[src/sv/spsub_pkg.sv]
package spsub_pkg;

  localparam int MAX_TERMS = 32;

  localparam int COEF_W = 16;
  localparam int EXP_W  = 16;
  localparam int RES_W  = 17;
  localparam int ACT_W  = 2;

  typedef logic signed [COEF_W-1:0] coef_t;
  typedef logic [EXP_W-1:0]         exp_t;
  typedef logic signed [RES_W-1:0]  res_coef_t;
  typedef logic [ACT_W-1:0]         action_t;

  localparam action_t ACT_LOAD_A  = 2'd0;
  localparam action_t ACT_LOAD_B  = 2'd1;
  localparam action_t ACT_COMPUTE = 2'd2;

endpackage

[src/sv/spsub_if.sv]
interface spsub_in_if;
  logic                valid;
  logic                ready;
  spsub_pkg::action_t  action;
  spsub_pkg::coef_t    term_coef;
  spsub_pkg::exp_t     term_exp;

  modport source (output valid, output action, output term_coef, output term_exp,
                  input ready);
  modport sink   (input valid, input action, input term_coef, input term_exp,
                  output ready);
endinterface

interface spsub_out_if;
  logic                  valid;
  logic                  ready;
  spsub_pkg::res_coef_t  out_coef;
  spsub_pkg::exp_t       out_exp;
  logic                  out_last;
  logic                  out_empty;

  modport source (output valid, output out_coef, output out_exp, output out_last,
                  output out_empty, input ready);
  modport sink   (input valid, input out_coef, input out_exp, input out_last,
                  input out_empty, output ready);
endinterface

[src/sv/sparse_polynomial_subtract.sv]
// Channel   Dir  Payload                                  Transfer
// in_if     in   action, term_coef, term_exp              valid & ready
// out_if    out  out_coef, out_exp, out_last, out_empty   valid & ready
//
// A load (A or B) leaves ready high, so loads can go back to back.
// A compute runs merge steps (list RAM read in ST_FETCH, then one pass through
// the shared subtractor in ST_STEP), with steps <= na+nb; the registered RAM read
// comes before each step. Input ready is low throughout.
// An output stall holds the merge at any step while the output register is occupied.
// Reset (synchronous, active low) empties both lists and drops any pending result.
module sparse_polynomial_subtract #(
  parameter int MAX_TERMS = spsub_pkg::MAX_TERMS
) (
  input  logic        clk,
  input  logic        rst_n,
  spsub_in_if.sink    in_if,
  spsub_out_if.source out_if
);

  localparam int CNT_W  = $clog2(MAX_TERMS + 1);
  localparam int IDX_W  = (MAX_TERMS > 1) ? $clog2(MAX_TERMS) : 1;
  localparam int WORD_W = spsub_pkg::COEF_W + spsub_pkg::EXP_W;

  typedef enum logic [1:0] {
    ST_IDLE,
    ST_FETCH,
    ST_STEP
  } state_t;

  state_t                state_r;
  logic [CNT_W-1:0]      a_cnt_r, b_cnt_r;
  logic [CNT_W-1:0]      ia_r, ib_r;

  // Result held back one step so the final one can carry the last flag.
  logic                  pend_valid_r;
  spsub_pkg::res_coef_t  pend_coef_r;
  spsub_pkg::exp_t       pend_exp_r;

  logic                  out_valid_r;
  spsub_pkg::res_coef_t  out_coef_r;
  spsub_pkg::exp_t       out_exp_r;
  logic                  out_last_r;
  logic                  out_empty_r;

  logic                  in_xfer;
  logic                  a_we, b_we;
  logic [WORD_W-1:0]     wr_word;
  logic [WORD_W-1:0]     a_rdata, b_rdata;

  spsub_pkg::coef_t      a_coef, b_coef;
  spsub_pkg::exp_t       a_exp, b_exp;
  logic                  a_has, b_has;
  logic                  take_a, take_b;
  spsub_pkg::res_coef_t  sub_x, sub_y, diff;
  spsub_pkg::exp_t       res_exp;
  logic                  res_valid;
  logic                  slot_free;
  logic                  out_load;

  assign in_if.ready = (state_r == ST_IDLE);
  assign in_xfer     = in_if.valid && in_if.ready;

  assign out_if.valid     = out_valid_r;
  assign out_if.out_coef  = out_coef_r;
  assign out_if.out_exp   = out_exp_r;
  assign out_if.out_last  = out_last_r;
  assign out_if.out_empty = out_empty_r;

  // Loads beyond capacity are dropped: no write, no count.
  assign a_we = in_xfer && (in_if.action == spsub_pkg::ACT_LOAD_A)
                && (a_cnt_r < CNT_W'(MAX_TERMS));
  assign b_we = in_xfer && (in_if.action == spsub_pkg::ACT_LOAD_B)
                && (b_cnt_r < CNT_W'(MAX_TERMS));
  assign wr_word = {in_if.term_coef, in_if.term_exp};

  spsub_ram #(
    .WIDTH (WORD_W),
    .DEPTH (MAX_TERMS)
  ) u_a_ram (
    .clk   (clk),
    .we    (a_we),
    .waddr (a_cnt_r[IDX_W-1:0]),
    .wdata (wr_word),
    .raddr (ia_r[IDX_W-1:0]),
    .rdata (a_rdata)
  );

  spsub_ram #(
    .WIDTH (WORD_W),
    .DEPTH (MAX_TERMS)
  ) u_b_ram (
    .clk   (clk),
    .we    (b_we),
    .waddr (b_cnt_r[IDX_W-1:0]),
    .wdata (wr_word),
    .raddr (ib_r[IDX_W-1:0]),
    .rdata (b_rdata)
  );

  assign a_coef = a_rdata[WORD_W-1:spsub_pkg::EXP_W];
  assign a_exp  = a_rdata[spsub_pkg::EXP_W-1:0];
  assign b_coef = b_rdata[WORD_W-1:spsub_pkg::EXP_W];
  assign b_exp  = b_rdata[spsub_pkg::EXP_W-1:0];

  assign a_has = (ia_r < a_cnt_r);
  assign b_has = (ib_r < b_cnt_r);

  // Pick the side(s) with the larger exponent; equal exponents take both.
  always_comb begin
    take_a = 1'b0;
    take_b = 1'b0;
    priority if (a_has && b_has && (a_exp == b_exp)) begin
      take_a = 1'b1;
      take_b = 1'b1;
    end else if (a_has && (!b_has || (a_exp > b_exp))) begin
      take_a = 1'b1;
    end else if (b_has) begin
      take_b = 1'b1;
    end else begin
      take_a = 1'b0;
    end
  end

  // Shared subtractor: A - B, A - 0 or 0 - B.
  assign sub_x     = take_a ? spsub_pkg::res_coef_t'(a_coef) : '0;
  assign sub_y     = take_b ? spsub_pkg::res_coef_t'(b_coef) : '0;
  assign diff      = sub_x - sub_y;
  assign res_exp   = take_a ? a_exp : b_exp;
  // Drop a zero difference only when both sides meet.
  assign res_valid = (take_a || take_b) && !(take_a && take_b && (diff == '0));

  assign slot_free = !out_valid_r || out_if.ready;

  // Load the output register at the merge end, or when a new result pushes the held one.
  assign out_load = (state_r == ST_STEP) && slot_free
                    && ((!a_has && !b_has) || (res_valid && pend_valid_r));

  always_ff @(posedge clk) begin
    if (!rst_n) begin
      state_r      <= ST_IDLE;
      a_cnt_r      <= '0;
      b_cnt_r      <= '0;
      ia_r         <= '0;
      ib_r         <= '0;
      pend_valid_r <= 1'b0;
      out_valid_r  <= 1'b0;
    end else begin
      if (out_load) begin
        out_valid_r <= 1'b1;
      end else if (out_if.ready) begin
        out_valid_r <= 1'b0;
      end
      unique case (state_r)
        ST_IDLE: begin
          if (in_xfer) begin
            unique case (in_if.action)
              spsub_pkg::ACT_LOAD_A: begin
                if (a_we) begin
                  a_cnt_r <= a_cnt_r + 1'b1;
                end
              end
              spsub_pkg::ACT_LOAD_B: begin
                if (b_we) begin
                  b_cnt_r <= b_cnt_r + 1'b1;
                end
              end
              spsub_pkg::ACT_COMPUTE: begin
                ia_r         <= '0;
                ib_r         <= '0;
                pend_valid_r <= 1'b0;
                state_r      <= ST_FETCH;
              end
              default: begin
                // Unused code: drop it.
              end
            endcase
          end
        end
        ST_FETCH: begin
          state_r <= ST_STEP;
        end
        ST_STEP: begin
          if (slot_free) begin
            if (!a_has && !b_has) begin
              // Merge done: flush the held result as last, or report empty.
              out_last_r   <= 1'b1;
              if (pend_valid_r) begin
                out_coef_r  <= pend_coef_r;
                out_exp_r   <= pend_exp_r;
                out_empty_r <= 1'b0;
              end else begin
                out_coef_r  <= '0;
                out_exp_r   <= '0;
                out_empty_r <= 1'b1;
              end
              pend_valid_r <= 1'b0;
              a_cnt_r      <= '0;
              b_cnt_r      <= '0;
              state_r      <= ST_IDLE;
            end else begin
              if (take_a) begin
                ia_r <= ia_r + 1'b1;
              end
              if (take_b) begin
                ib_r <= ib_r + 1'b1;
              end
              if (res_valid) begin
                if (pend_valid_r) begin
                  out_coef_r  <= pend_coef_r;
                  out_exp_r   <= pend_exp_r;
                  out_last_r  <= 1'b0;
                  out_empty_r <= 1'b0;
                end
                pend_valid_r <= 1'b1;
                pend_coef_r  <= diff;
                pend_exp_r   <= res_exp;
              end
              state_r <= ST_FETCH;
            end
          end
        end
        default: begin
          state_r <= ST_IDLE;
        end
      endcase
    end
  end

`ifndef SYNTHESIS
  a_cnt_bound: assert property (@(posedge clk) disable iff (!rst_n)
    (a_cnt_r <= CNT_W'(MAX_TERMS)) && (b_cnt_r <= CNT_W'(MAX_TERMS)))
    else $error("term count beyond capacity");

  idx_bound: assert property (@(posedge clk) disable iff (!rst_n)
    (state_r != ST_IDLE) |-> ((ia_r <= a_cnt_r) && (ib_r <= b_cnt_r)))
    else $error("merge index ran past its list");

  empty_form: assert property (@(posedge clk) disable iff (!rst_n)
    (out_valid_r && out_empty_r) |-> (out_last_r && (out_coef_r == '0)
                                      && (out_exp_r == '0)))
    else $error("empty result not zero and last");

  lists_cleared: assert property (@(posedge clk) disable iff (!rst_n)
    ((state_r == ST_STEP) && slot_free && !a_has && !b_has)
      |=> ((a_cnt_r == '0) && (b_cnt_r == '0) && out_valid_r && out_last_r))
    else $error("compute end did not clear lists or flag last");
`endif

endmodule

[src/sv/spsub_ram.sv]
module spsub_ram #(
  parameter int WIDTH = 32,
  parameter int DEPTH = 32
) (
  input  logic                                      clk,
  input  logic                                      we,
  input  logic [(DEPTH > 1 ? $clog2(DEPTH) : 1)-1:0] waddr,
  input  logic [WIDTH-1:0]                          wdata,
  input  logic [(DEPTH > 1 ? $clog2(DEPTH) : 1)-1:0] raddr,
  output logic [WIDTH-1:0]                          rdata
);

  logic [WIDTH-1:0] mem [DEPTH];

  always_ff @(posedge clk) begin
    if (we) begin
      mem[waddr] <= wdata;
    end
    rdata <= mem[raddr];
  end

endmodule

[src/flat_wrapper.sv]
// flat-port wrapper written by rule: the top's interface ports become plain ports
module sparse_polynomial_subtract_flat 
#(
  parameter int MAX_TERMS = spsub_pkg::MAX_TERMS
)
  (clk, rst_n, in_if_valid, in_if_action, in_if_term_coef, in_if_term_exp, in_if_ready, out_if_valid, out_if_out_coef, out_if_out_exp, out_if_out_last, out_if_out_empty, out_if_ready);
  spsub_in_if in_if_i ();
  spsub_out_if out_if_i ();
  input  logic clk;
  input  logic rst_n;
  input wire logic [$bits(in_if_i.valid)-1:0] in_if_valid;
  input wire logic [$bits(in_if_i.action)-1:0] in_if_action;
  input wire logic [$bits(in_if_i.term_coef)-1:0] in_if_term_coef;
  input wire logic [$bits(in_if_i.term_exp)-1:0] in_if_term_exp;
  output wire logic [$bits(in_if_i.ready)-1:0] in_if_ready;
  output wire logic [$bits(out_if_i.valid)-1:0] out_if_valid;
  output wire logic [$bits(out_if_i.out_coef)-1:0] out_if_out_coef;
  output wire logic [$bits(out_if_i.out_exp)-1:0] out_if_out_exp;
  output wire logic [$bits(out_if_i.out_last)-1:0] out_if_out_last;
  output wire logic [$bits(out_if_i.out_empty)-1:0] out_if_out_empty;
  input wire logic [$bits(out_if_i.ready)-1:0] out_if_ready;
  assign in_if_i.valid = in_if_valid;
  assign in_if_i.action = in_if_action;
  assign in_if_i.term_coef = in_if_term_coef;
  assign in_if_i.term_exp = in_if_term_exp;
  assign in_if_ready = in_if_i.ready;
  assign out_if_valid = out_if_i.valid;
  assign out_if_out_coef = out_if_i.out_coef;
  assign out_if_out_exp = out_if_i.out_exp;
  assign out_if_out_last = out_if_i.out_last;
  assign out_if_out_empty = out_if_i.out_empty;
  assign out_if_i.ready = out_if_ready;
  sparse_polynomial_subtract #(.MAX_TERMS(MAX_TERMS)) u_core (.clk(clk), .rst_n(rst_n), .in_if(in_if_i), .out_if(out_if_i));
endmodule
[config.mk]
export PLATFORM = sky130hd
export DESIGN_NAME = sparse_polynomial_subtract_flat
export DESIGN_NICKNAME = d
export VERILOG_FILES = /design/src/sv/spsub_pkg.sv /design/src/sv/spsub_if.sv /design/src/sv/sparse_polynomial_subtract.sv /design/src/sv/spsub_ram.sv /design/src/flat_wrapper.sv
export SDC_FILE = /design/constraint.sdc
export NUM_CORES = 2
export LEC_CHECK = 0
export BUFFER_PORTS_ARGS = -buffer_cell sky130_fd_sc_hd__buf_2
export CAP_MARGIN = 20
export CORE_MARGIN = 2
export CORE_UTILIZATION = 45
export CTS_CLUSTER_DIAMETER = 50
export CTS_CLUSTER_SIZE = 12
export DETAILED_ROUTE_END_ITERATION = 12
export HOLD_SLACK_MARGIN = 0.06
export SLEW_MARGIN = 15
export SYNTH_ARGS = -nofsm -noshare
export SYNTH_HDL_FRONTEND = slang
export SYNTH_SLANG_ARGS = --single-unit
[constraint.sdc]
create_clock -name clk -period 10 [get_ports clk]
set_input_delay 1.5 -clock clk [delete_from_list [all_inputs] [get_ports clk]]
set_output_delay 1.5 -clock clk [all_outputs]
set_load 0.02 [all_outputs]
# Yosys cells after proc, flatten, opt, wreduce, memory -nomap -nowiden
# Memories as Yosys holds them, arrays and structs flattened. A register that Yosys moved wholly into a read port is not among the register bits.
# Index checks and enable logic that the tools add are counted.
# classes
addsub	5
magnitude_cmp	5
eq_ne	17
n_mux	57
n_bitwise	1
n_reduce_logical	38
# ops
op	n
17-bit two-way mux	6
6-bit two-way mux	16
16-bit two-way mux	5
6-bit one-hot mux with 2 select lines	4
6-bit by 1-bit adder with 6-bit output (second input constant)	4
6-bit AND reduction	4
1-bit two-way mux	21
17-bit logical NOT	1
17-bit subtractor	1
16-bit equality test	1
16-bit greater-than comparator	1
2-bit != test (second input constant)	8
1-bit logical AND	15
5-bit AND reduction	3
6-bit less-than comparator	2
6-bit less-than comparator (second input constant)	2
2-bit nonzero test	4
2-bit two-way mux	3
2-bit by 1-bit != test with 1-bit output (second input constant)	3
2-bit one-hot mux with 3 select lines	1
2-bit by 1-bit equality test with 1-bit output (second input constant)	2
2-bit equality test (second input constant)	2
1-bit logical NOT	4
2-bit logical NOT	2
5 further kinds	8
# word_totals
regBits	96
ram_bits	2048
input_bits	38
out_inout_bits	37
word_cells	138
memories	2
# memory_table
name	depth	word_bits	read_ports	rd_ports_with_merged_regs	write_ports	line_no	text
u_core.u_a_ram.mem	32	32	1	1	1	spsub_ram.sv:13	logic [WIDTH-1:0] mem [DEPTH];
u_core.u_b_ram.mem	32	32	1	1	1	spsub_ram.sv:13	

# Depth between registers and ports, before layout
# logic_depth
word_depth	16
depth_mapped	21
depth_no_buf	19

# By module
# From an unflattened synthesis, not the netlist that was laid out.
# unflattened
hier_cells	5083
area_unflattened_um2	86598.1
# modules_own_cells
module	n_inst	cells_each	area_per_inst_um2
spsub_ram	2	2260	40492.6
sparse_polynomial_subtract	1	563	5612.9

# Worst setup path before layout
# No wires, ideal clock.
# synth_timing
kind	reg-to-reg
start	register u_core.b_cnt_r[3]
end	register u_core.out_coef_r[0] (netlist: u_core.out_if.out_coef[0]), enable pin
t_arrival_ns	5.088
t_required_ns	9.605
path_slack_ns	4.517
path_stages_with_launch	19
synth_period_minus_slack_ns	5.483
path_cell_list	dfxtp_1 clkbuf_1 inv_1 ha_1 a2111oi_2 a21oi_2 nand4b_2 o21ba_2 clkbuf_1 and2_1 ha_1 and2_4 a221oi_2 nand2_1 a2111oi_0 a311o_1 nor4_4 nand3_2 a31o_1
# synth_between
elab_chain_cells	14
word_cells_on_any_way	24
classes_between	add/sub (1); order compare (1); mux (7); reduce/logical (15)
# synth_rtl
element	line_no	text
start: declaration	sparse_polynomial_subtract.sv:31	logic [CNT_W-1:0] a_cnt_r, b_cnt_r;
start signal: assignment	sparse_polynomial_subtract.sv:164	b_cnt_r <= b_cnt_r + 1'b1;
6-bit less-than comparator *	sparse_polynomial_subtract.sv:106	assign b_has = (ib_r < b_cnt_r);
1-bit logical NOT	sparse_polynomial_subtract.sv:115	end else if (a_has && (!b_has || (a_exp > b_exp))) begin
1-bit logical OR	sparse_polynomial_subtract.sv:115	
1-bit logical AND	sparse_polynomial_subtract.sv:115	
1-bit two-way mux	sparse_polynomial_subtract.sv:115	
1-bit two-way mux	sparse_polynomial_subtract.sv:112	priority if (a_has && b_has && (a_exp == b_exp)) begin
17-bit two-way mux (on tied branches)	sparse_polynomial_subtract.sv:125, sparse_polynomial_subtract.sv:126	
17-bit subtractor *	sparse_polynomial_subtract.sv:127	assign diff = sub_x - sub_y;
via u_core.diff[8]	sparse_polynomial_subtract.sv:54	spsub_pkg::res_coef_t sub_x, sub_y, diff;
17-bit logical NOT *	sparse_polynomial_subtract.sv:130	assign res_valid = (take_a || take_b) && !(take_a && take_b && (diff == '0));
1-bit logical AND *	sparse_polynomial_subtract.sv:130	
1-bit logical NOT *	sparse_polynomial_subtract.sv:130	
1-bit logical AND *	sparse_polynomial_subtract.sv:130	
2-bit nonzero test (no line) *	--	
5-bit AND reduction (no line) *	--	
end signal: assignment	sparse_polynomial_subtract.sv:188	out_coef_r <= pend_coef_r;
end signal: assignment	sparse_polynomial_subtract.sv:209	out_coef_r <= pend_coef_r;
end: declaration	sparse_polynomial_subtract.sv:40	spsub_pkg::res_coef_t out_coef_r;
# Mark *: on every way through the listed nets, which the timed path passes. The rest lies on a longest branch.
# A chain may end at the register's enable or synchronous reset.

# Worst setup path after layout
# layout_timing
start	register u_core.ib_r[1]
end	register u_core.pend_exp_r[12], enable pin
# layout_between
elab_chain_cells	13
word_cells_on_any_way	23
classes_between	add/sub (1); order compare (1); mux (7); bitwise (1); reduce/logical (13)
# layout_rtl
element	line_no	text
start: declaration	sparse_polynomial_subtract.sv:32	logic [CNT_W-1:0] ia_r, ib_r;
start signal: assignment	sparse_polynomial_subtract.sv:205	ib_r <= ib_r + 1'b1;
6-bit less-than comparator *	sparse_polynomial_subtract.sv:106	
1-bit logical NOT	sparse_polynomial_subtract.sv:115	
1-bit logical OR	sparse_polynomial_subtract.sv:115	
1-bit logical AND	sparse_polynomial_subtract.sv:115	
1-bit two-way mux	sparse_polynomial_subtract.sv:115	
1-bit two-way mux	sparse_polynomial_subtract.sv:112	
17-bit two-way mux (on tied branches)	sparse_polynomial_subtract.sv:125, sparse_polynomial_subtract.sv:126	
17-bit subtractor *	sparse_polynomial_subtract.sv:127	
via u_core.diff[8]	sparse_polynomial_subtract.sv:54	
17-bit logical NOT *	sparse_polynomial_subtract.sv:130	
1-bit logical AND *	sparse_polynomial_subtract.sv:130	
1-bit logical NOT *	sparse_polynomial_subtract.sv:130	
1-bit logical AND *	sparse_polynomial_subtract.sv:130	
5-bit AND reduction (no line) *	--	
end signal: assignment	sparse_polynomial_subtract.sv:216	pend_exp_r <= res_exp;
end: declaration	sparse_polynomial_subtract.sv:37	spsub_pkg::exp_t pend_exp_r;
# Marked as above.

==> metrics.log <==
INFO  metric place_inst = 6128
INFO  metric setup_repair_after_global_routing_missed_its_margin = no
INFO  metric critPathMaxStageDelay = 0.98 ns
INFO  metric filler_cell_count = 14.55k
INFO  metric placementRows = 159
INFO  metric fp.coreArea = 187400 µm²
INFO  metric detailroute.via_count = 38.16k
INFO  metric cts_buffer_depth = 3
INFO  metric syn_inst = 3634
INFO  metric cts_max_level = 4
INFO  metric cts_made_buffers = 213
INFO  metric power.static_leakage = 0.02852 µW
INFO  metric timing.critical_path.to_type = register
INFO  metric synth_ff_type = sky130_fd_sc_hd__edfxtp_1
INFO  metric die-area = 191800 µm²
INFO  metric first_pass_grt_wire_length = 290400 µm
INFO  metric cts_tree = yes
INFO  metric die_y = 438.0 µm
INFO  metric power.ir.vdd_worst = 0.1698 mV
INFO  metric final_min_period_over_clock_period = 0.6520
INFO  metric port-buffer-count = 74
INFO  metric run_status = finished, final reports clean
INFO  metric cts-root-buf = sky130_fd_sc_hd__clkbuf_16
INFO  metric largest_net_degree_at_the_start_of_global_routing = 120
INFO  metric power.density = 188.4 nW/µm²
INFO  metric globalplace.congestion = 0.7612
INFO  metric layout-area-overhead-vs-synth = 12.36%
INFO  metric worst_setup_path_start_kind = register
INFO  metric worst_ep_required_time = 10.46 ns
INFO  metric critical_path_arrival = 6.98 ns
INFO  metric slew_viol_final = 0
INFO  metric drt_pre_antenna_iters = 7
INFO  metric io_pins = 75
INFO  metric cp_top_delay_family = compound AO/OA/AOI/OAI gates
INFO  metric cp_slowest_cell = sky130_fd_sc_hd__dfxtp_4
INFO  metric type_of_the_worst_setup_path = reg2reg
INFO  metric routedWlPerCell = 31.33 µm
INFO  metric crit_path_max_fanout = 58
INFO  metric final_nets = 3951
INFO  metric critical_path.n_buffers_inverters = 0
INFO  metric syn_nets = 3725
INFO  metric async_flop_share = 0
INFO  metric synth_seq_cells = 2208
INFO  metric detail_route.drc_violations = 0
INFO  metric edff_count_synth = 2116
INFO  metric hold_viol_final = 0
INFO  metric crit_chain = ha_1 -> o211a_1 -> o31ai_1 -> a21oi_2 -> nand4b_2 -> o21ba_2 -> and2_1 -> ha_1 -> and2_4 -> a221oi_2 -> nand2_1 -> a2111oi_0 -> a311o_1 -> nor4_4 -> nand3_2 -> and2_2
INFO  metric classification_of_the_worst_slack_hold_path = reg2reg
INFO  metric worst-slew-pin-transition = 1.079 ns
INFO  metric maxCapViolCount = 0
INFO  metric cts.repair.resized = 0
INFO  metric grt_pass1_vias = 38.73k
INFO  metric postRouteAntennaNets = 0
INFO  metric detailedRoute.firstIterationViolations = 4159
INFO  metric tritoncts_num_sinks = 2208
INFO  metric clkLatencyLatePin = 0.84 ns
INFO  metric post-cts-setup-buffers = 0
INFO  metric fp.dieW = 438.0 µm
INFO  metric post_route_cells_drive_above_1_share = 0.3101
INFO  metric average_size_of_a_mapped_cell = 23.32 µm²
INFO  metric yosys_warnings = 0
INFO  metric holdBufCountCts = 0
INFO  metric antenna_found_initial = 2
INFO  metric setup_viol_count_final = 0
INFO  metric synth-seq-area-share = 0.7714
INFO  metric avgViaCountPerCell = 5.877
INFO  metric wire_length_reported_by_the_detailed_router = 203400 µm
INFO  metric globalRoute.totalOverflow = 0
INFO  metric layout.cells.non_filler = 6493
INFO  metric cpMostUsedCell = sky130_fd_sc_hd__ha_1
INFO  metric final.setup_skew = 0.03008 ns
INFO  metric syn_area = 84760 µm²
INFO  metric finalSetupTns = 0 ns
INFO  metric maxClockFrequency = 153.4 MHz
INFO  metric time_the_worst_path_needs_with_i_o_delays_and_setup = 6.520 ns
INFO  metric cts.reportedPaths.clkPinSlew = 0.06 ns
INFO  metric grt_util_all_layers = 0.2132
INFO  metric start_util = 0.4523
INFO  metric max-slew-margin-rel = 0.2804
INFO  metric dp_hpwl = 108000 µm
INFO  metric synth.lib_cells_used.distinct = 80
==> layout make-up <==
class                           count  area, µm²  share of cell area
Antenna cell                        2      5.005          0.00005255
Timing Repair Buffer              183       1406             0.01477
Tap cell                         2495       3122             0.03278
Clock inverter                     30      215.2            0.002260
Multi-Input combinational cell   1212      18990              0.1994
Clock buffer                      321       5923             0.06220
Inverter                           42      157.7            0.001655
Sequential cell                  2208      65420              0.6869
==> final timing paths <==
| kind | cells after the start | startpoint | slack, ns | end |
|---|---|---|---|---|
| max | 16 | u_core.ib_r[1]$_SDFFE_PN0P_ | 3.48 | u_core.pend_exp_r[12]$_DFFE_PP_ |
| max reg2reg | 16 | u_core.ib_r[1]$_SDFFE_PN0P_ | 3.48 | u_core.pend_exp_r[12]$_DFFE_PP_ |
| min | 2 | u_core.a_cnt_r[5]$_SDFFE_PN0P_ | 0.48 | u_core.a_cnt_r[5]$_SDFFE_PN0P_ |
| min reg2reg | 2 | u_core.a_cnt_r[5]$_SDFFE_PN0P_ | 0.48 | u_core.a_cnt_r[5]$_SDFFE_PN0P_ |
==> kinds of logic (layout without fill, tap and decap cells) <==
logic type	Yosys count	in the layout	share of synthesized area
DFF	2208	2208	0.7714
muxes	707	707	0.1789
and+or+nand+nor	314	314	0.01860
buffers and inverters	214	576	0.01044
AOI/OAI and AO/OA	114	114	0.01023
adders and majority gates	53	53	0.007912
xor gates and xnor gates	24	24	0.002480
other	0	2	0
==> cell usage after synthesis (3+ instances only) <==
master	count	area share
sky130_fd_sc_hd__a21oi_1	21	0.0012
sky130_fd_sc_hd__ha_1	52	0.0077
sky130_fd_sc_hd__o21ai_0	23	0.0014
sky130_fd_sc_hd__mux4_2	640	0.17
sky130_fd_sc_hd__nand3_1	24	0.0014
sky130_fd_sc_hd__xnor2_1	17	0.0018
sky130_fd_sc_hd__nand2_1	64	0.0028
sky130_fd_sc_hd__nor2b_1	43	0.0032
sky130_fd_sc_hd__and2_1	19	0.0014
sky130_fd_sc_hd__o31ai_1	3	0.00027
sky130_fd_sc_hd__a21oi_2	3	0.00031
sky130_fd_sc_hd__a21o_1	9	0.00080
sky130_fd_sc_hd__nand4_1	6	0.00044
sky130_fd_sc_hd__xor2_1	7	0.00072
sky130_fd_sc_hd__and3_1	4	0.00030
sky130_fd_sc_hd__inv_1	41	0.0018
sky130_fd_sc_hd__or2_2	3	0.00022
sky130_fd_sc_hd__nand4b_1	3	0.00031
sky130_fd_sc_hd__a2111oi_0	3	0.00031
sky130_fd_sc_hd__o211ai_1	5	0.00044
sky130_fd_sc_hd__nand2b_1	5	0.00037
sky130_fd_sc_hd__edfxtp_1	2116	0.75
sky130_fd_sc_hd__a211oi_1	4	0.00035
sky130_fd_sc_hd__nand3b_1	3	0.00027
sky130_fd_sc_hd__buf_2	53	0.0031
sky130_fd_sc_hd__or3_1	4	0.00030
sky130_fd_sc_hd__dfxtp_1	92	0.022
sky130_fd_sc_hd__o21a_1	8	0.00071
sky130_fd_sc_hd__mux2_2	64	0.0085
sky130_fd_sc_hd__nor2_1	109	0.0048
sky130_fd_sc_hd__o2111ai_1	3	0.00031
sky130_fd_sc_hd__nor3_1	9	0.00053
sky130_fd_sc_hd__clkbuf_1	98	0.0043
sky130_fd_sc_hd__buf_1	18	0.00080
==> per-stage QoR <==
step,worst slack (ns),total power (µW),hold slack (ns),utilization,cell area (µm²)
after floorplan,4.517,10560,0.4494,-,84760
after global placement,3.487,10780,0.4667,0.4739,88820
after detailed placement,3.471,10790,0.4738,0.4739,88820
after CTS,3.432,18090,0.4849,0.5067,94960
after global routing,2.875,18470,0.5326,0.5082,95230
final,3.480,17940,0.4798,0.5082,95230
==> flip-flops by register name, indices dropped and copies added (netlist names) <==
signal and flops:
u_core.a_cnt_r 6, u_core.b_cnt_r 6, u_core.ia_r 6, u_core.ib_r 6
u_core.out_if.out_coef 17, u_core.out_if.out_empty 1, u_core.out_if.out_exp 16, u_core.out_if.out_last 1
u_core.out_if.valid 1, u_core.pend_coef_r 17, u_core.pend_exp_r 16, u_core.pend_valid_r 1
u_core.state_r 2, u_core.u_a_ram.mem 1024, u_core.u_a_ram.rdata 32, u_core.u_b_ram.mem 1024
u_core.u_b_ram.rdata 32
==> worst reg2reg max path, cell delays in order (launching register included) <==
cell and delay, ns:
sky130_fd_sc_hd__dfxtp_4 0.98, sky130_fd_sc_hd__ha_1 0.31, sky130_fd_sc_hd__o211a_1 0.16, sky130_fd_sc_hd__o31ai_1 0.07
sky130_fd_sc_hd__a21oi_2 0.49, sky130_fd_sc_hd__nand4b_2 0.37, sky130_fd_sc_hd__o21ba_2 0.86, sky130_fd_sc_hd__and2_1 0.26
sky130_fd_sc_hd__ha_1 0.31, sky130_fd_sc_hd__and2_4 0.19, sky130_fd_sc_hd__a221oi_2 0.28, sky130_fd_sc_hd__nand2_1 0.18
sky130_fd_sc_hd__a2111oi_0 0.45, sky130_fd_sc_hd__a311o_1 0.28, sky130_fd_sc_hd__nor4_4 0.07, sky130_fd_sc_hd__nand3_2 0.12
sky130_fd_sc_hd__and2_2 0.73
==> per-layer routing <==
layer  up-vias  share of wire  track usage
li1      15840              -            -
met1     20840           0.43       0.3083
met3       242          0.060      0.03209
met5         -              0            0
met4         0          0.021      0.05250
met2      1241           0.49       0.3440
==> power by group <==
group / switching [µW] / total, µW / internal [µW] / leakage (µW)
clock network: 3270 / 7340 / 4070 / 0.00296
registers: 10.9 / 10200 / 10200 / 0.0198
logic: 312 / 434 / 122 / 0.00576
total: 3600 / 17900 / 14300 / 0.0285
==> placed cells by master (no fill, tap or decap), types with 23 or more instances in the layout <==
cell type,n
sky130_fd_sc_hd__buf_2,62
sky130_fd_sc_hd__clkbuf_16,219
sky130_fd_sc_hd__dfxtp_1,82
sky130_fd_sc_hd__mux2_2,64
sky130_fd_sc_hd__clkbuf_1,96
sky130_fd_sc_hd__mux4_2,640
sky130_fd_sc_hd__nor2_4,65
sky130_fd_sc_hd__edfxtp_1,2116
sky130_fd_sc_hd__ha_1,52
sky130_fd_sc_hd__buf_4,106
sky130_fd_sc_hd__nor2_1,44
sky130_fd_sc_hd__nor2b_1,43
sky130_fd_sc_hd__nand3_1,24
sky130_fd_sc_hd__nand2_1,64
sky130_fd_sc_hd__o21ai_0,23
sky130_fd_sc_hd__inv_1,41
Note: power is estimated with default switching activity, not from simulation.
